===== src/sv/las_pkg.sv =====
// Shared types and constants for the local alignment score block.
package las_pkg;

    localparam int SCORE_W   = 16;
    localparam int SYM_W     = 8;
    localparam int CFG_W     = 4;
    localparam int CFG_IDX_W = 2;

    localparam logic [SCORE_W-1:0] SCORE_TOP = '1;

    localparam int DEF_MAX_QUERY     = 64;
    localparam int DEF_MAX_REFERENCE = 4096;

    // Request kinds carried on tuser
    localparam logic REQ_QUERY = 1'b0;
    localparam logic REQ_REF   = 1'b1;

    // Configuration register indexes
    localparam logic [CFG_IDX_W-1:0] CFG_MATCH    = 2'd0;
    localparam logic [CFG_IDX_W-1:0] CFG_MISMATCH = 2'd1;
    localparam logic [CFG_IDX_W-1:0] CFG_GAP      = 2'd2;

    localparam logic [CFG_W-1:0] MATCH_RST    = 4'd3;
    localparam logic [CFG_W-1:0] MISMATCH_RST = 4'd3;
    localparam logic [CFG_W-1:0] GAP_RST      = 4'd2;

    typedef struct packed {
        logic [CFG_W-1:0] match_score;
        logic [CFG_W-1:0] mismatch_penalty;
        logic [CFG_W-1:0] indel_cost;
    } t_cfg;

    // Control bits that travel with each reference word down the chain
    typedef struct packed {
        logic valid;
        logic first;
        logic last;
        logic calc;
    } t_ctl;

endpackage


===== src/sv/las_cell.sv =====
// One query cell of the systolic chain: holds one query symbol, its row score and row best.
module las_cell #(
    parameter int IDX = 0,
    parameter int QW  = 7,
    parameter int CW  = 13
) (
    input  logic                         i_clk,
    input  logic                         i_rst_n,
    input  logic                         i_adv,
    input  las_pkg::t_cfg                i_cfg,
    input  logic [QW-1:0]                i_qlen,
    input  logic                         i_q_we,
    input  logic [las_pkg::SYM_W-1:0]    i_q_sym,
    input  las_pkg::t_ctl                i_ctl,
    input  logic [las_pkg::SYM_W-1:0]    i_sym,
    input  logic [CW-1:0]                i_col,
    input  logic [las_pkg::SCORE_W-1:0]  i_north,
    input  logic [las_pkg::SCORE_W-1:0]  i_diag,
    input  logic [las_pkg::SCORE_W-1:0]  i_best_score,
    input  logic [QW-1:0]                i_best_qi,
    input  logic [CW-1:0]                i_best_col,
    output las_pkg::t_ctl                o_ctl,
    output logic [las_pkg::SYM_W-1:0]    o_sym,
    output logic [CW-1:0]                o_col,
    output logic [las_pkg::SCORE_W-1:0]  o_north,
    output logic [las_pkg::SCORE_W-1:0]  o_diag,
    output logic [las_pkg::SCORE_W-1:0]  o_best_score,
    output logic [QW-1:0]                o_best_qi,
    output logic [CW-1:0]                o_best_col
);
    import las_pkg::*;

    localparam int EW = SCORE_W + 2;
    localparam logic [QW-1:0] MY_IDX = QW'(IDX);
    localparam logic [QW-1:0] MY_QI  = QW'(IDX + 1);

    logic [SYM_W-1:0]   r_qsym;
    logic [SCORE_W-1:0] r_h, n_h;
    logic [SCORE_W-1:0] r_bscore, n_bscore;
    logic [CW-1:0]      r_bcol, n_bcol;

    t_ctl               r_ctl;
    logic [SYM_W-1:0]   r_sym;
    logic [CW-1:0]      r_col;
    logic [SCORE_W-1:0] r_north, r_diag, r_bs;
    logic [QW-1:0]      r_bq;
    logic [CW-1:0]      r_bc;

    logic [SCORE_W-1:0] w_west, w_own_bs, w_h;
    logic [CW-1:0]      w_own_bc;
    logic signed [EW-1:0] w_d, w_w, w_n, w_m1, w_m2;
    logic w_active, w_comp, w_upd, w_take_own;

    always_comb begin
        w_active = MY_IDX < i_qlen;
        w_comp   = i_ctl.calc && w_active;
        // Start of a reference clears row score and row best
        w_west   = i_ctl.first ? '0 : r_h;
        w_own_bs = i_ctl.first ? '0 : r_bscore;
        w_own_bc = i_ctl.first ? '0 : r_bcol;

        if (r_qsym == i_sym) begin
            w_d = $signed({2'b00, i_diag}) + $signed(EW'(i_cfg.match_score));
        end else begin
            w_d = $signed({2'b00, i_diag}) - $signed(EW'(i_cfg.mismatch_penalty));
        end
        w_w  = $signed({2'b00, w_west}) - $signed(EW'(i_cfg.indel_cost));
        w_n  = $signed({2'b00, i_north}) - $signed(EW'(i_cfg.indel_cost));
        w_m1 = (w_d > w_w) ? w_d : w_w;
        w_m2 = (w_m1 > w_n) ? w_m1 : w_n;
        if (w_m2 < 0) begin
            w_h = '0;
        end else if (w_m2 > $signed({2'b00, SCORE_TOP})) begin
            w_h = SCORE_TOP;
        end else begin
            w_h = w_m2[SCORE_W-1:0];
        end

        n_h      = w_comp ? w_h : w_west;
        // Strict compare keeps the earliest column for this row
        w_upd    = w_comp && (w_h > w_own_bs);
        n_bscore = w_upd ? w_h : w_own_bs;
        n_bcol   = w_upd ? i_col : w_own_bc;
        // Earlier rows win ties, so the incoming best holds on equal scores
        w_take_own = n_bscore > i_best_score;
    end

    always_ff @(posedge i_clk) begin
        if (i_q_we) begin
            r_qsym <= i_q_sym;
        end
        if (i_adv && i_ctl.valid) begin
            r_h      <= n_h;
            r_bscore <= n_bscore;
            r_bcol   <= n_bcol;
        end
    end

    always_ff @(posedge i_clk) begin
        if (!i_rst_n) begin
            r_ctl <= '0;
        end else if (i_adv) begin
            r_ctl <= i_ctl;
        end
    end

    always_ff @(posedge i_clk) begin
        if (i_adv) begin
            r_sym   <= i_sym;
            r_col   <= i_col;
            r_north <= n_h;
            r_diag  <= w_west;
            r_bs    <= w_take_own ? n_bscore : i_best_score;
            r_bq    <= w_take_own ? MY_QI : i_best_qi;
            r_bc    <= w_take_own ? n_bcol : i_best_col;
        end
    end

    assign o_ctl        = r_ctl;
    assign o_sym        = r_sym;
    assign o_col        = r_col;
    assign o_north      = r_north;
    assign o_diag       = r_diag;
    assign o_best_score = r_bs;
    assign o_best_qi    = r_bq;
    assign o_best_col   = r_bc;

endmodule


===== config.mk =====
export PLATFORM = sky130hd
export DESIGN_NAME = las_cell
export DESIGN_NICKNAME = d
export VERILOG_FILES = /design/src/sv/las_pkg.sv /design/src/sv/las_cell.sv
export SDC_FILE = /design/constraint.sdc
export NUM_CORES = 1
export LEC_CHECK = 0
export BUFFER_PORTS_ARGS = -buffer_cell sky130_fd_sc_hd__buf_2
export CORE_ASPECT_RATIO = 0.7
export CORE_UTILIZATION = 56
export DETAILED_ROUTE_END_ITERATION = 10
export PLACE_DENSITY = 0.79
export RECOVER_POWER = 50
export SYNTH_ARGS = -nofsm -noshare
export SYNTH_HDL_FRONTEND = slang
export SYNTH_SLANG_ARGS = --single-unit

===== constraint.sdc =====
create_clock -name i_clk -period 24.5 [get_ports i_clk]
set_clock_uncertainty 0.05 [all_clocks]
set_input_delay 7.35 -clock i_clk [delete_from_list [all_inputs] [get_ports i_clk]]
set_output_delay 7.35 -clock i_clk [all_outputs]
set_load 0.01 [all_outputs]

==> reports/results.tsv <==
stage	metric	value	unit
floorplan	die_w	161.7	um
power_and_ir_drop	p_sw_share	43.33	%
hold_path	hold_depth	2	
floorplan	core	17320	um2
drt	wl_met2	11680	um
critical_path	crit_arrival	22.30	ns
drt	top_layer	met4	
power_and_ir_drop	switching_power	583.2	uW
yosys	synthesis.nets	1165	
run_status	violations	capacitance limit, slew limit	
sta	drv_slew	72	
yosys	synth_cell_types	76	
drt	drt_pass1_iterations	5	
sta	min_period_over_period	90.51	%
power_and_ir_drop	p_seq_share	27.7	%
power_and_ir_drop	combPwrFrac	52.4	%
finish	final_cell_mix	edfxtp_1 (142), clkbuf_1 (118), buf_2 (100)	
critical_path	cp_common_cell	a21o_1	
floorplan	die_h	113.8	um
floorplan	initial_utilization	57.75	%
critical_path	crit_type	in2reg	
clocking	postCtsHoldBufs	0	
critical_path	r2r-end	o_best_score[0]	
critical_path	r2r_start	r_h[0]	
clocking	clk_pin_slew	0.07	ns
power_and_ir_drop	ir_drop	0.06964	mV
finish	fin_cells	1401	
drt	drt_wl_total	27260	um
grt	grt-ovfl-total	0	
sta	min_period	22.18	ns
yosys	synth_top_flop_cell	edfxtp_1	
run_status	status	finished, violations left	
sta	final-hold-violation-count	0	
sta	final.setup.worst_slack	2.324	ns
sta	worstMarginPinSlew	3.806	ns
critical_path	slowest_delay	0.86	ns
sta	finalSetupTns	0	ns
drt	drc_errors	0	
clocking	cts_buffers	17	
power_and_ir_drop	clockPowerShare	19.9	%
critical_path	critPathSlowestCell	nor2_2	
clocking	tritoncts	yes	
power_and_ir_drop	p_per_area	114.9	nW/um2
hold_path	hold_start	o_ctl[1]	
sta	max_freq	45.09	MHz
sta	rsz0062_at_grt	no	
finish	nNetsFinal	1368	
yosys	syn_area_per_cell	10.48	um2
yosys	ys_ff_latch	146	
drt	wl_met3	2655	um
yosys	synth_edf_count	142	
grt	groute.usage.overall	30.04	%
floorplan	rows	40	
drt	drtIter0Drc	870	
placed_design	hpwlAfterDp	20670	um
yosys	yosysSeqAreaShare	43.44	%
grt	antenna_found_initial	0	
sta	setup_viol_count_final	0	
clocking	cts_resized	0	
yosys	ys_async_sr_fraction	0	%
finish	fillers	1415	
hold_path	worst_hold_path_type	reg2reg	
floorplan	pin_count	217	
finish	syn2layout_area_growth	17.17	%
floorplan	fp.dieArea	18410	um2
yosys	netlist_area	10000	um2
placed_design	dp.cells	1369	
clocking	cts.sinks	146	
clocking	cts-root-buf	clkbuf_16	
clocking	cts_setup_buffers	0	
yosys	yosysTopAreaCell	edfxtp_1	
yosys	ys_warn_count	0	
critical_path	reg2reg_slack	9.54	ns
yosys	netlist.area_leader.share	42.64	%
clocking	htreeDepth	4	
clocking	cts.path.max_buffers	2	
grt	grt_pass1_vias	7803	
drt	vias	8376	
yosys	syn_inst	954	
power_and_ir_drop	leakage	4.872	nW
drt	vias_per_cell	5.979	
clocking	worstSkewPairLatency	0.43	ns
drt	wl_met1	12450	um
power_and_ir_drop	power	1.346	mW
critical_path	required	24.63	ns
placed_design	place_congestion	0.9865	
grt	grt_start_max_net_pins	72	
critical_path	cp-end-kind	flip-flop	
yosys	synthTopCellsByArea	edfxtp_1 (43%), ha_1 (10%), xnor2_1 (2.7%), inv_1 (2.6%), nor2b_1 (2.4%)	
finish	diodes	0	
run	cap_violations	1	
placed_design	dp_slack	2.290	ns
critical_path	start_kind	input pin	
drt	ant_nets	0	
critical_path	worstPathMaxFanout	52	
sta	relSlewSlack	-153.7	%
power_and_ir_drop	p_int	762.7	uW
finish	layout_commonest_cell	edfxtp_1	
finish	drive_above_1_share	14.96	%
hold_path	holdPathEnd	o_ctl[1]	
placed_design	io_buffers	216	
critical_path	reg2reg_depth	52	
drt	wl_per_cell	19.45	um
grt	grt_pass1_wl	42170	um
state kept, by name, indices dropped and copies added, names as in the netlist:
name	count
o_best_col	13
o_best_qi	7
o_best_score	16
o_col	13
o_ctl	4
o_diag	16
o_north	16
o_sym	8
r_bcol	13
r_bscore	16
r_h	16
r_qsym	8
cell type report:
type                       instances  area [um2]  share of cell area [%]
tap                              231       289.0                   2.467
timing repair buffer             224       992.2                   8.468
inverter                          68       255.2                   2.178
sequential                       146        4344                   37.07
multi-input combinational        700        5239                   44.71
clock buffer                      18       429.2                   3.663
clock inverter                    14       168.9                   1.442
how the worst max path moves through the flow:
| stage | start | end | depth (start not counted) |
|---|---|---|---|
| after CTS | i_ctl[2] | o_best_score[7] | 54 |
| final | i_ctl[2] | o_best_score[0] | 54 |
| after floorplan | i_ctl[2] | o_best_score[10] | 60 |
| after global placement | i_ctl[2] | o_best_score[0] | 54 |
| after detailed placement | i_ctl[2] | o_best_score[7] | 54 |
| after global routing | i_ctl[2] | o_best_score[15] | 54 |
metal layers:
layer,GRT usage [%],vias up
li1,-,3990
met1,43.96,3926
met2,44.54,423
met3,7.164,37
met4,8.050,0
met5,0,-
cells in the mapped netlist (18+ instances only):
library cell,instances
xnor2_1,31
nand4_1,29
nand2_1,60
a21o_1,31
nand2b_1,24
ha_1,83
nor2b_1,38
o21ai_0,41
nor2_1,50
nor3_1,19
inv_1,68
nor4_1,18
a21oi_1,31
mux2i_1,20
nand3_1,21
clkbuf_1,28
edfxtp_1,142
kinds of logic (layout without fill, tap and decap cells):
logic type | Yosys count | count (layout) | share of synthesized area (%)
buf+inv | 108 | 324 | 4.416
xor+xnor | 47 | 47 | 4.191
simple gates | 317 | 317 | 17.16
compound gates | 209 | 209 | 15.31
mux | 39 | 39 | 4.179
fa+ha+maj | 88 | 88 | 11.30
flops | 146 | 146 | 43.44
per-stage QoR:
step                hold slack [ns]  area, um2  utilization [%]
floorplan                    0.4801      10000                -
global placement             0.4409      11270            65.09
detailed placement           0.4524      11270            65.09
CTS                          0.4671      11870            68.54
global route                 0.4926      11720            67.67
finish                       0.4707      11720            67.67
power by group through the flow:
stage	sequential (mW)	combinational [mW]	clock, mW
after global placement	0.376	0.683	0
after floorplan	0.393	0.493	0
after global routing	0.377	0.773	0.282
after CTS	0.371	0.703	0.269
after detailed placement	0.376	0.697	0
final	0.373	0.705	0.268
worst max-delay path: cells and delay by family:
family	cells	cell delay (ns)
buffers and inverters	5	1.18
and+or+nand+nor	16	5.57
AOI/OAI and AO/OA	25	5.67
muxes	2	0.64
adders and majority gates	6	1.83
Power figures use the tool's default switching activity.
